$ cat src/rtl/kpsd_pkg.sv
// Shared types and constants for the keypad scan, debounce and auto-repeat block.
// No dependencies; used by keypad_scan_debounce_repeat.
`default_nettype none

package kpsd_pkg;

  // Default matrix size
  localparam int NumRowsDef = 4;
  localparam int NumColsDef = 4;

  // Field and register widths
  localparam int RowW  = 4;
  localparam int ColW  = 2;
  localparam int MapW  = 16;
  localparam int CntW  = 10;
  localparam int HeldW = 4;
  localparam int CfgIdxW  = 2;
  localparam int CfgDataW = 10;

  // Saturation limits
  localparam logic [CntW-1:0]  CntMax  = '1;
  localparam logic [HeldW-1:0] HeldMax = '1;

  // Register reset values
  localparam logic [CntW-1:0]  RoundsReset    = 10'd400;
  localparam logic [CntW-1:0]  ThresholdReset = 10'd300;
  localparam logic [HeldW-1:0] RepeatReset    = 4'd10;

  // Register indexes
  typedef enum logic [CfgIdxW-1:0] {
    CFG_ROUNDS    = 2'd0,
    CFG_THRESHOLD = 2'd1,
    CFG_REPEAT    = 2'd2,
    CFG_UNUSED    = 2'd3
  } cfg_idx_t;

  // One result transaction
  typedef struct packed {
    logic [ColW-1:0] col_drive;
    logic            window_done;
    logic [MapW-1:0] key_state;
    logic [MapW-1:0] key_events;
  } res_t;

endpackage

`default_nettype wire

$ cat src/rtl/keypad_scan_debounce_repeat.sv
// Keypad matrix scanner: per-key sample counting, windowed debounce and auto-repeat.
// Depends on kpsd_pkg for widths, reset values, register indexes and the result type.
// A result is registered into the head, or into the skid entry when the head is stalled.
// Throughput: one input transaction per cycle while in_stall is low; all per-key counters
// of the driven column and the window close logic update in that single cycle. A two-entry
// output buffer keeps accepting while one result waits. Reset clears counters, the pressed
// map, the buffer and loads the register defaults; no clearing pass is needed.
`default_nettype none

module keypad_scan_debounce_repeat #(
  parameter int NUM_ROWS = kpsd_pkg::NumRowsDef,
  parameter int NUM_COLS = kpsd_pkg::NumColsDef
) (
  input  wire                           clk,
  input  wire                           rst_n,
  // input channel
  input  wire                           in_valid,
  output logic                          in_stall,
  input  wire  [kpsd_pkg::RowW-1:0]     in_row_bits,
  // result channel
  output logic                          out_valid,
  input  wire                           out_stall,
  output logic [kpsd_pkg::ColW-1:0]     out_col_drive,
  output logic                          out_window_done,
  output logic [kpsd_pkg::MapW-1:0]     out_key_state,
  output logic [kpsd_pkg::MapW-1:0]     out_key_events,
  // configuration channel
  input  wire                           cfg_valid,
  output logic                          cfg_ready,
  input  wire  [kpsd_pkg::CfgIdxW-1:0]  cfg_index,
  input  wire  [kpsd_pkg::CfgDataW-1:0] cfg_data
);

  localparam int NumKeys = NUM_ROWS * NUM_COLS;
  localparam int CW      = (NUM_COLS > 1) ? $clog2(NUM_COLS) : 1;
  localparam int RW      = kpsd_pkg::RowW;
  localparam int MW      = kpsd_pkg::MapW;
  localparam int CntW    = kpsd_pkg::CntW;
  localparam int HeldW   = kpsd_pkg::HeldW;
  localparam logic [CW-1:0] LastCol = CW'(NUM_COLS - 1);

  // configuration registers
  logic [CntW-1:0]  rounds_r;
  logic [CntW-1:0]  threshold_r;
  logic [HeldW-1:0] repeat_r;

  // scan state
  logic [CW-1:0]      col_r, col_nxt;
  logic [CntW-1:0]    round_r, round_nxt;
  logic [CntW-1:0]    cnt_r   [NumKeys];
  logic [CntW-1:0]    cnt_nxt [NumKeys];
  logic [HeldW-1:0]   held_r   [NumKeys];
  logic [HeldW-1:0]   held_nxt [NumKeys];
  logic [NumKeys-1:0] prev_r, prev_nxt;

  // combinational work
  logic [NUM_ROWS+RW-1:0] row_ext;
  logic [CntW-1:0]        cnt_inc [NumKeys];
  logic [CntW-1:0]        round_inc;
  logic                   col_wrap;
  logic                   close;
  logic [NumKeys-1:0]     pressed;
  logic [NumKeys-1:0]     events;
  logic [NumKeys+MW-1:0]  pressed_ext, events_ext;
  logic [CW+kpsd_pkg::ColW-1:0] col_ext;
  kpsd_pkg::res_t         res;

  // output buffer
  kpsd_pkg::res_t head_r, skid_r;
  logic           head_vld_r, skid_vld_r;
  logic           push, pop;

  assign cfg_ready = 1'b1;
  assign in_stall  = skid_vld_r;
  assign push      = in_valid && !in_stall;
  assign pop       = head_vld_r && !out_stall;

  // Write configuration registers; unknown index is dropped
  always_ff @(posedge clk) begin
    if (!rst_n) begin
      rounds_r    <= kpsd_pkg::RoundsReset;
      threshold_r <= kpsd_pkg::ThresholdReset;
      repeat_r    <= kpsd_pkg::RepeatReset;
    end else if (cfg_valid && cfg_ready) begin
      case (kpsd_pkg::cfg_idx_t'(cfg_index))
        kpsd_pkg::CFG_ROUNDS:    rounds_r    <= cfg_data;
        kpsd_pkg::CFG_THRESHOLD: threshold_r <= cfg_data;
        kpsd_pkg::CFG_REPEAT:    repeat_r    <= cfg_data[HeldW-1:0];
        default: ;
      endcase
    end
  end

  // Count samples, advance column and round, close window
  always_comb begin
    row_ext   = {{NUM_ROWS{1'b0}}, in_row_bits};
    col_wrap  = (col_r == LastCol);
    col_nxt   = col_wrap ? '0 : col_r + CW'(1);
    round_inc = round_r + CntW'(1);
    close     = col_wrap && ((round_inc >= rounds_r) || (round_inc == '0));
    round_nxt = col_wrap ? (close ? '0 : round_inc) : round_r;

    for (int r = 0; r < NUM_ROWS; r++) begin
      for (int c = 0; c < NUM_COLS; c++) begin
        if (row_ext[r] && (col_r == CW'(c)) && (cnt_r[r*NUM_COLS+c] != kpsd_pkg::CntMax)) begin
          cnt_inc[r*NUM_COLS+c] = cnt_r[r*NUM_COLS+c] + CntW'(1);
        end else begin
          cnt_inc[r*NUM_COLS+c] = cnt_r[r*NUM_COLS+c];
        end
      end
    end

    // Decide pressed and event maps from the updated counts
    for (int k = 0; k < NumKeys; k++) begin
      pressed[k] = (cnt_inc[k] >= threshold_r);
      events[k]  = (!prev_r[k] && pressed[k]) || (held_r[k] >= repeat_r);
    end

    for (int k = 0; k < NumKeys; k++) begin
      if (!close) begin
        cnt_nxt[k]  = cnt_inc[k];
        held_nxt[k] = held_r[k];
      end else begin
        cnt_nxt[k] = '0;
        if (events != '0 || !pressed[k]) begin
          held_nxt[k] = '0;
        end else if (held_r[k] != kpsd_pkg::HeldMax) begin
          held_nxt[k] = held_r[k] + HeldW'(1);
        end else begin
          held_nxt[k] = held_r[k];
        end
      end
    end
    prev_nxt = close ? pressed : prev_r;

    // Form the result transaction
    pressed_ext     = {{MW{1'b0}}, (close ? pressed : {NumKeys{1'b0}})};
    events_ext      = {{MW{1'b0}}, (close ? events : {NumKeys{1'b0}})};
    col_ext         = {{kpsd_pkg::ColW{1'b0}}, col_nxt};
    res.col_drive   = col_ext[kpsd_pkg::ColW-1:0];
    res.window_done = close;
    res.key_state   = pressed_ext[MW-1:0];
    res.key_events  = events_ext[MW-1:0];
  end

  // Update scan state on each accepted transaction
  always_ff @(posedge clk) begin
    if (!rst_n) begin
      col_r   <= '0;
      round_r <= '0;
      prev_r  <= '0;
      for (int k = 0; k < NumKeys; k++) begin
        cnt_r[k]  <= '0;
        held_r[k] <= '0;
      end
    end else if (push) begin
      col_r   <= col_nxt;
      round_r <= round_nxt;
      prev_r  <= prev_nxt;
      for (int k = 0; k < NumKeys; k++) begin
        cnt_r[k]  <= cnt_nxt[k];
        held_r[k] <= held_nxt[k];
      end
    end
  end

  // Hold results in a head register with one skid entry behind it
  always_ff @(posedge clk) begin
    if (!rst_n) begin
      head_vld_r <= 1'b0;
      skid_vld_r <= 1'b0;
    end else begin
      if (pop) begin
        if (skid_vld_r) begin
          head_vld_r <= 1'b1;
          skid_vld_r <= push;
        end else begin
          head_vld_r <= push;
        end
      end else if (push) begin
        if (head_vld_r) begin
          skid_vld_r <= 1'b1;
        end else begin
          head_vld_r <= 1'b1;
        end
      end
    end
  end

  // Move payloads through the buffer
  always_ff @(posedge clk) begin
    if (pop) begin
      if (skid_vld_r) begin
        head_r <= skid_r;
        if (push) begin
          skid_r <= res;
        end
      end else if (push) begin
        head_r <= res;
      end
    end else if (push) begin
      if (head_vld_r) begin
        skid_r <= res;
      end else begin
        head_r <= res;
      end
    end
  end

  assign out_valid       = head_vld_r;
  assign out_col_drive   = head_r.col_drive;
  assign out_window_done = head_r.window_done;
  assign out_key_state   = head_r.key_state;
  assign out_key_events  = head_r.key_events;

endmodule

`default_nettype wire

$ cat config.mk
export PLATFORM = sky130hd
export DESIGN_NAME = keypad_scan_debounce_repeat
export DESIGN_NICKNAME = d
export VERILOG_FILES = /design/src/rtl/kpsd_pkg.sv /design/src/rtl/keypad_scan_debounce_repeat.sv
export SDC_FILE = /design/constraint.sdc
export NUM_CORES = 1
export LEC_CHECK = 0
export BUFFER_PORTS_ARGS = -buffer_cell sky130_fd_sc_hd__buf_2
export CELL_PAD_IN_SITES_DETAIL_PLACEMENT = 0
export CELL_PAD_IN_SITES_GLOBAL_PLACEMENT = 1
export CORE_UTILIZATION = 35
export CTS_CLUSTER_SIZE = 14
export DETAILED_ROUTE_END_ITERATION = 10
export PLACE_DENSITY = 0.59
export SETUP_SLACK_MARGIN = 0.05
export SLEW_MARGIN = 15
export SYNTH_ARGS = -nofsm -noshare
export SYNTH_HDL_FRONTEND = slang
export SYNTH_SLANG_ARGS = --single-unit
$ cat constraint.sdc
create_clock -name clk -period 5 [get_ports clk]
set_input_delay 0 -clock clk [delete_from_list [all_inputs] [get_ports clk]]
set_output_delay 0 -clock clk [all_outputs]
set_load 0.03 [all_outputs]
# Word level (Yosys, flattened, before mapping)
# Memories as Yosys holds them, arrays and structs flattened.
# Cells that the tools add are included.
[op_classes]
muxes = 136
n_bitwise = 32
eq_ne = 39
n_lt_le_gt_ge = 33
reduce_logical = 133
addsub = 34
[op_table]
columns = ["operator", "count"]
rows = [
  ["2-to-1 mux 10 bit", 49],
  ["2-to-1 mux 35 bit", 9],
  ["2-to-1 mux 4 bit", 64],
  ["adder 10 x 1 -> 10 bit (second input constant)", 17],
  ["greater-or-equal comparator 10 bit", 17],
  ["inequality test 10 bit (second input constant)", 16],
  ["adder 4 x 1 -> 4 bit (second input constant)", 16],
  ["greater-or-equal comparator 4 bit", 16],
  ["inequality test 4 bit (second input constant)", 16],
  ["logical AND 1 bit", 51],
  ["logical NOT 1 bit", 34],
  ["logical OR 1 bit", 33],
  ["2-to-1 mux 16 bit", 2],
  ["bitwise OR 1 bit", 32],
  ["nonzero test 16 bit", 1],
  ["AND reduction 2 bit", 6],
  ["2-to-1 mux 1 bit", 11],
  ["logical NOT 10 bit", 1],
  ["== test 2 bit (second input constant)", 3],
  ["AND reduction 3 bit", 2],
  ["nonzero test 2 bit", 3],
  ["== test 2 x 1 -> 1 bit (second input constant)", 2],
  ["logical NOT 2 bit", 2],
  ["adder 2 x 1 -> 2 bit (second input constant)", 1],
  ["3 further kinds", 3],
]
[word_totals]
inputBits = 21
ff_bits = 124
ramBits = 224
n_memories = 2
[memory_table]
columns = ["memory", "words", "word_bits", "read_ports", "rd_clocked_by_memory_dff", "write_ports", "line_no", "rtl"]
rows = [
  ["cnt_r", 16, 10, 16, 0, 16, "keypad_scan_debounce_repeat.sv:50", "logic [CntW-1:0] cnt_r [NumKeys];"],
  ["held_r", 16, 4, 16, 0, 16, "keypad_scan_debounce_repeat.sv:52", "logic [HeldW-1:0] held_r [NumKeys];"],
]

# Logic depth before layout (Yosys ltp)
# Gate-level depths: netlist of run 1.
[depth]
ltp_word = 12
depth_mapped = 17

# Least setup slack after synthesis of run 1
# OpenSTA, ideal clock, no wires.
[synth_timing]
path_type = "flip-flop to flip-flop"
start = "reg skid_vld_r, in the netlist in_stall"
end = "mem cnt_r[0][0] (enable)"
setup_time_ns = 1.318
t_required_ns = 3.682
slack_ns = -0.064
period_less_slack_ns = 5.064
arrival_time_ns = 3.746
path_stages_with_launch = 4
path_cell_list = "dfxtp_1 nand2b_1 clkbuf_1 nand2_1"
[synth_lines]
columns = ["element", "line_no", "rtl"]
rows = [
  ["from (decl)", "keypad_scan_debounce_repeat.sv:70", "logic head_vld_r, skid_vld_r;"],
  ["from (signal assigned)", "keypad_scan_debounce_repeat.sv:176", "skid_vld_r <= push;"],
  ["to (decl)", "keypad_scan_debounce_repeat.sv:50", ""],
]

==> run metrics, run 1 <==
Final period util=92.46%; worst slew pin tran=1.118 ns; port buffer count=57; setup violators final=0; wire length per cell=20.21 um; number of buffers created by CTS=44; top_reg_cell synth=edfxtp_1; min-delay src=rst_n; Data arrival, critical path=4.88 ns; Final ANT Viol Nets=0; initial antenna violation count=2; Slew HR=25.47%; routability cong.=0.8049; die height=258.4 um; clock slew at reported path FFs=0.06 ns; Worst R2R Setup Slack=0.38 ns; yosys warns=0; Util after Layout=40.74%; register area share after synthesis=43.06%; drt first pass iters=6; synthesis-stage register bit count=348; Max Clk Rate=216.3 MHz; drt total wl=64300 um; maxcap violations=0; DR DRC count=0; # diodes=0; Pwr Density=300.1 mW/mm^2; fraction of layout instances using a drive strength above 1=12.98%; Syn Nets=2471; Clock Skews=0.03217 ns; row cnt=93; vias in the first global route=16500; clk buf depth=3; Reg-to-Reg Start=col_r[0]; worst hold path class=input port to flip-flop; peak supply drop=0.1975 mV; CTS Sinks=348; Skew-Pair Late Insertion Delay=0.59 ns; Post-synth EDFFs=294; CTS tree=done; Mapped Cells=2179; largest net degree at the start of global routing=161; top post-synthesis cells by count=294 x edfxtp_1, 271 x ha_1, 197 x nand2_1, 152 x nor2_1, 130 x xnor2_1; die area=0.06679 mm^2; initial drt markers=1007; Static Leak=0.01010 uW; Vias=16690; hold path cells=3; most frequent cell after synthesis=edfxtp_1; Synth area leader=edfxtp_1; Syn Area/Cell=10.56 um^2; Worst EP required=5.25 ns; H-Tree Depth=2; synthesized area=0.02302 mm^2; final hold vios=0; hpwl dp=45520 um; filler instances=6302; Ports=59; gr usage total=19.29%; width of the die=258.4 um; first-pass GRT wire length=99080 um; R2R depth=17; area grow syn2layout=14.51%; crit path time final=4.623 ns; synth top area cells=edfxtp_1 38%, ha_1 15%, xnor2_1 4.9%; area of the core=0.06470 mm^2; initial core utilization=35.57%; via/cell ratio=5.245; unrepaired setup endpoints after global routing=false; Setup TNS=0 ns; post-synth top area share=38.36%; final net count=2584; status=finished, final reports clean; max-slew violation count=0; Crit Path Class=flip-flop to flip-flop; CTS root buf=clkbuf_16; Hold EP=repeat_r[1]; asr flop ratio synth=0%; global route overflow=0; library cells used by synthesis=70; startpoint types=flip-flop; CP endpoint kind=flip-flop; Max Fanout on Critical Path=16; terminus of the critical flop-to-flop path=held_r[1][2]
==> state kept, by name (all words and copies together), names as in the netlist, 2 cells and up <==
name / flops
cnt_r: 160
held_r: 64
skid_r: 35
out_key_events: 16
out_key_state: 16
prev_r: 16
round_r: 10
rounds_r: 10
threshold_r: 10
repeat_r: 4
col_r: 2
out_col_drive: 2
==> worst max-delay path, cell delays in order (launching register included) <==
cell and delay (ns):
dfxtp_1 0.34, inv_1 0.12, ha_2 0.31, buf_4 0.17, o311a_1 0.32, nand3_1 0.16
nor2_1 0.18, nand3_1 0.12, xnor2_1 0.26, ha_1 0.30, a21oi_1 0.19, o21a_1 0.18
o221ai_1 0.13, a21o_1 0.20, or4_1 0.54, nor4_2 0.35, buf_12 0.21, a31oi_1 0.20
==> repair_timing <==
action / 4_1_cts / 5_1_grt
setup endpoints to repair: 0 / 50
hold buffers: 21 / 0
buffers inserted: 0 / 5
resized for setup: 0 / 6
hold endpoints to repair: 40 / 0
==> cell families (layout without fill, tap and decap cells) <==
group | after synthesis | after routing | synth area share [%]
other | 1 | 1 | 0.01629
AOI/OAI and AO/OA | 325 | 325 | 9.345
xor gates and xnor gates | 186 | 186 | 7.078
adders and majority gates | 271 | 271 | 14.73
DFF | 348 | 348 | 43.06
and+or+nand+nor | 882 | 882 | 21.89
muxes | 27 | 27 | 1.310
buffers and inverters | 139 | 287 | 2.577
==> metal layers <==
metal	GRT usage (%)	share of wire (%)	up-vias	wire, um
li1	-	-	8310	-
met1	26.94	48	8032	30720
met2	31.20	45	278	29060
met3	2.729	4.8	69	3075
met4	4.997	2.3	0	1455
met5	0	0	-	0
==> worst max-delay path by stage <==
stage | to | start | cells after the start | slack [ns]
after floorplan | held_r[0][0] | cnt_r[0][40] | 15 | 0.77
after global placement | held_r[0][27] | col_r[0] | 16 | 0.38
after detailed placement | held_r[0][27] | col_r[0] | 16 | 0.19
after CTS | held_r[0][27] | col_r[0] | 16 | 0.16
after global routing | held_r[0][15] | cnt_r[0][53] | 15 | 0.07
final | held_r[1][2] | col_r[0] | 17 | 0.38
==> layout by cell type (no fill, tap or decap), drive strengths merged, types with 20 or more instances in the layout <==
cell type      n
nor2b        123
xnor2        130
o31ai         25
mux2          25
nor3          36
dfxtp         54
o21ai         41
nand2        197
ha           271
a21oi        108
nand2b        43
nand4         69
edfxtp       294
nor2         152
nor4          36
nand3         98
xor2          56
buf          127
clkbuf        57
a211oi        29
a31oi         20
and3          45
inv           60
dlygate4sd3   21
nor4b         32
==> layout make-up <==
class                           instances  area (um^2)  area share [%]
Sequential cell                       348         9910           37.60
Inverter                               58        217.7          0.8261
Timing Repair Buffer                  148         1129           4.282
Clock buffer                           57         1201           4.558
Clock inverter                         24        201.4          0.7643
Multi-Input combinational cell       1692        12630           47.91
Tap cell                              855         1070           4.059
==> report_power, final <==
part	internal, uW	switching (uW)
combinational	479	794
clock	1850	1310
sequential	3330	143
==> stage by stage <==
step	total power (uW)	instances	setup WS, ns	cell area (um^2)	hold WS (ns)
global route	8272	3182	0.06760	26360	0.07028
global placement	4766	3074	0.3798	24640	0.2737
detailed placement	4791	3075	0.1877	24670	0.2782
finish	7909	3182	0.3770	26360	0.05717
floorplan	4328	2179	0.7682	23020	0.1360
CTS	8005	3177	0.1555	26280	0.01230
No activity file was read; power rests on OpenSTA's default activity.
==> run 2, diff against run 1 <==
Settings changed: BUFFER_PORTS_ARGS -buffer_cell sky130_fd_sc_hd__buf_2 to -buffer_cell sky130_fd_sc_hd__buf_4, CORE_MARGIN set to 8.
==> run 2 against run 1 <==
Effect of this change: critical path depth down 1; clock-buffer cell count down 1; sequential share of layout area fell by 0.31 points; sequential power about the same; power rose by 2.4%; worst hold slack got worse by 0.017 ns.
==> run metrics, run 2 (same netlist as run 1, synthesis figures left out) <==
final worst setup slack=0.3019 ns (was 0.3770 ns); Ports=59 (unchanged); Worst R2R Setup Slack=0.30 ns (was 0.38 ns); initial core utilization=35.20% (was 35.57%); via/cell ratio=5.266 (was 5.245); die height=272.4 um (was 258.4 um); drt first pass iters=5 (was 6); CTS Sinks=348 (unchanged); first-pass GRT wire length=100300 um (was 99080 um); fin area=0.02657 mm^2 (was 0.02636 mm^2); initial drt markers=1102 (was 1007); vias in the first global route=16420 (was 16500); crit path from=col_r[0] (unchanged); register bank with the most flops=cnt_r (unchanged); pre-CTS WS=0.1408 ns (was 0.1877 ns); routability cong.=0.7872 (was 0.8049); Final period util=93.96% (was 92.46%); unrepaired setup endpoints after global routing=false (unchanged); worst slew pin tran=1.081 ns (was 1.118 ns); total power=8096 uW (was 7909 uW); startpoint types=flip-flop (unchanged); Metal-1 WL=31980 um (was 30720 um); # diodes=0 (unchanged); DR DRC count=0 (unchanged); CTS tree=done (unchanged); area grow syn2layout=15.46% (was 14.51%); Vias=16760 (was 16690); number of buffers created by CTS=44 (unchanged); row cnt=94 (was 93); status=finished, final reports clean (unchanged); Placed Cells incl. Taps=3078 (was 3075); die area=0.07422 mm^2 (was 0.06679 mm^2); crit path time final=4.698 ns (was 4.623 ns); Skew-Pair Late Insertion Delay=0.58 ns (was 0.59 ns); drt total wl=65160 um (was 64300 um); width of the die=272.4 um (was 258.4 um); min-delay src=cfg_valid (was rst_n); hpwl dp=45800 um (was 45520 um); setup violators final=0 (unchanged); final hold vios=0 (unchanged); Clock Skews=0.01914 ns (was 0.03217 ns); largest net degree at the start of global routing=101 (was 161); peak supply drop=0.1812 mV (was 0.1975 mV); clk buf depth=3 (unchanged); Largest register FFs=160 (unchanged); gr usage total=17.33% (was 19.29%); filler instances=6370 (was 6302); clock slew at reported path FFs=0.06 ns (about the same); worst hold path class=input port to flip-flop (unchanged); Max Clk Rate=212.9 MHz (was 216.3 MHz); CTS root buf=clkbuf_16 (unchanged); Slew HR=27.93% (was 25.47%); number of post-CTS setup repair buffers=0 (unchanged); H-Tree Depth=2 (unchanged); port buffer count=57 (unchanged); wire length per cell=20.48 um (was 20.21 um); Static Leak=0.01015 uW (was 0.01010 uW); commonest non-fill, non-tap cell in the layout=edfxtp_1 (unchanged); global route overflow=0 (unchanged); Post-DP Area=0.02478 mm^2 (was 0.02467 mm^2); Data arrival, critical path=5.08 ns (was 4.88 ns); WL met2=29400 um (was 29060 um); Crit Path Class=flip-flop to flip-flop (unchanged); maxcap violations=0 (unchanged); most frequent cells in the layout=294 x edfxtp_1, 269 x ha_1, 196 x nand2_1, 151 x nor2_1, 130 x xnor2_1 (unchanged); final net count=2577 (was 2584); area of the core=0.06539 mm^2 (was 0.06470 mm^2); Final ANT Viol Nets=0 (unchanged); DR top layer=met4 (unchanged); Finished Layout Cells=3182 (unchanged); Reg-to-Reg Start=col_r[0] (unchanged); Max Fanout on Critical Path=64 (was 16); max-slew violation count=0 (unchanged); initial antenna violation count=1 (was 2); Pwr Density=304.7 mW/mm^2 (was 300.1 mW/mm^2); Setup TNS=0 ns (unchanged); fraction of layout instances using a drive strength above 1=12.77% (was 12.98%); CP endpoint kind=flip-flop (unchanged); leading registers by flop count=cnt_r x160, held_r x64, skid_r x35 (unchanged); Worst EP required=5.39 ns (was 5.25 ns); met3 wire length=2732 um (was 3075 um)
run 2: layer usage:
| metal | global-route usage, % | up-vias |
|---|---|---|
| met5 | 0 | - |
| met4 | 3.615 | 0 |
| met3 | 2.499 | 77 |
| met2 | 27.55 | 295 |
| met1 | 24.86 | 8082 |
| li1 | - | 8303 |
run 2: per-stage QoR:
| step | hold slack [ns] | utilization, % |
|---|---|---|
| final | 0.03983 | 40.64 |
| after global routing | 0.05931 | 40.64 |
| after CTS | 0.003506 | 40.54 |
| after detailed placement | 0.2538 | 37.89 |
| after global placement | 0.2496 | 37.89 |
| after floorplan | 0.1360 | - |
run 2: what timing repair did:
item                                    CTS  global route
gates resized for setup                   0             9
endpoints found under the hold margin    42             0
hold buffers                             25             0
endpoints found under the setup margin    0           128
run 2: worst max-delay path, stage by stage, from the launching register on:
cell      delay [ns]
dfxtp_1         0.34
inv_1           0.16
ha_2            0.32
o311a_4         0.26
nand3_1         0.11
nor2_1          0.21
nand3_1         0.13
xnor2_1         0.22
ha_1            0.28
a211oi_1        0.25
nor2_1          0.08
a311o_1         0.39
a211oi_4        0.39
nand4_1         0.21
or4_4           0.48
buf_12          0.23
nor4b_1         0.36
run 2: layout make-up:
type,instances,area (um^2),area share (%)
inverter,58,217.7,0.8193
timing repair buffer,141,1221,4.596
multi-input combinational,1692,12660,47.64
clock buffer,56,1217,4.581
clock inverter,23,266.5,1.003
tap,864,1081,4.068
sequential,348,9910,37.29
run 2: power breakdown:
| group | total [uW] | internal (uW) | switching (uW) |
|---|---|---|---|
| registers | 3480 | 3330 | 144 |
| clock network | 3330 | 2020 | 1310 |
| logic | 1290 | 491 | 798 |
run 2: path summary, 6_finish.rpt:
kind         depth (start not counted)             end
max reg2reg                         16   held_r[0][15]
min reg2reg                          2  threshold_r[7]
min                                  4     repeat_r[0]
max                                 16   held_r[0][15]
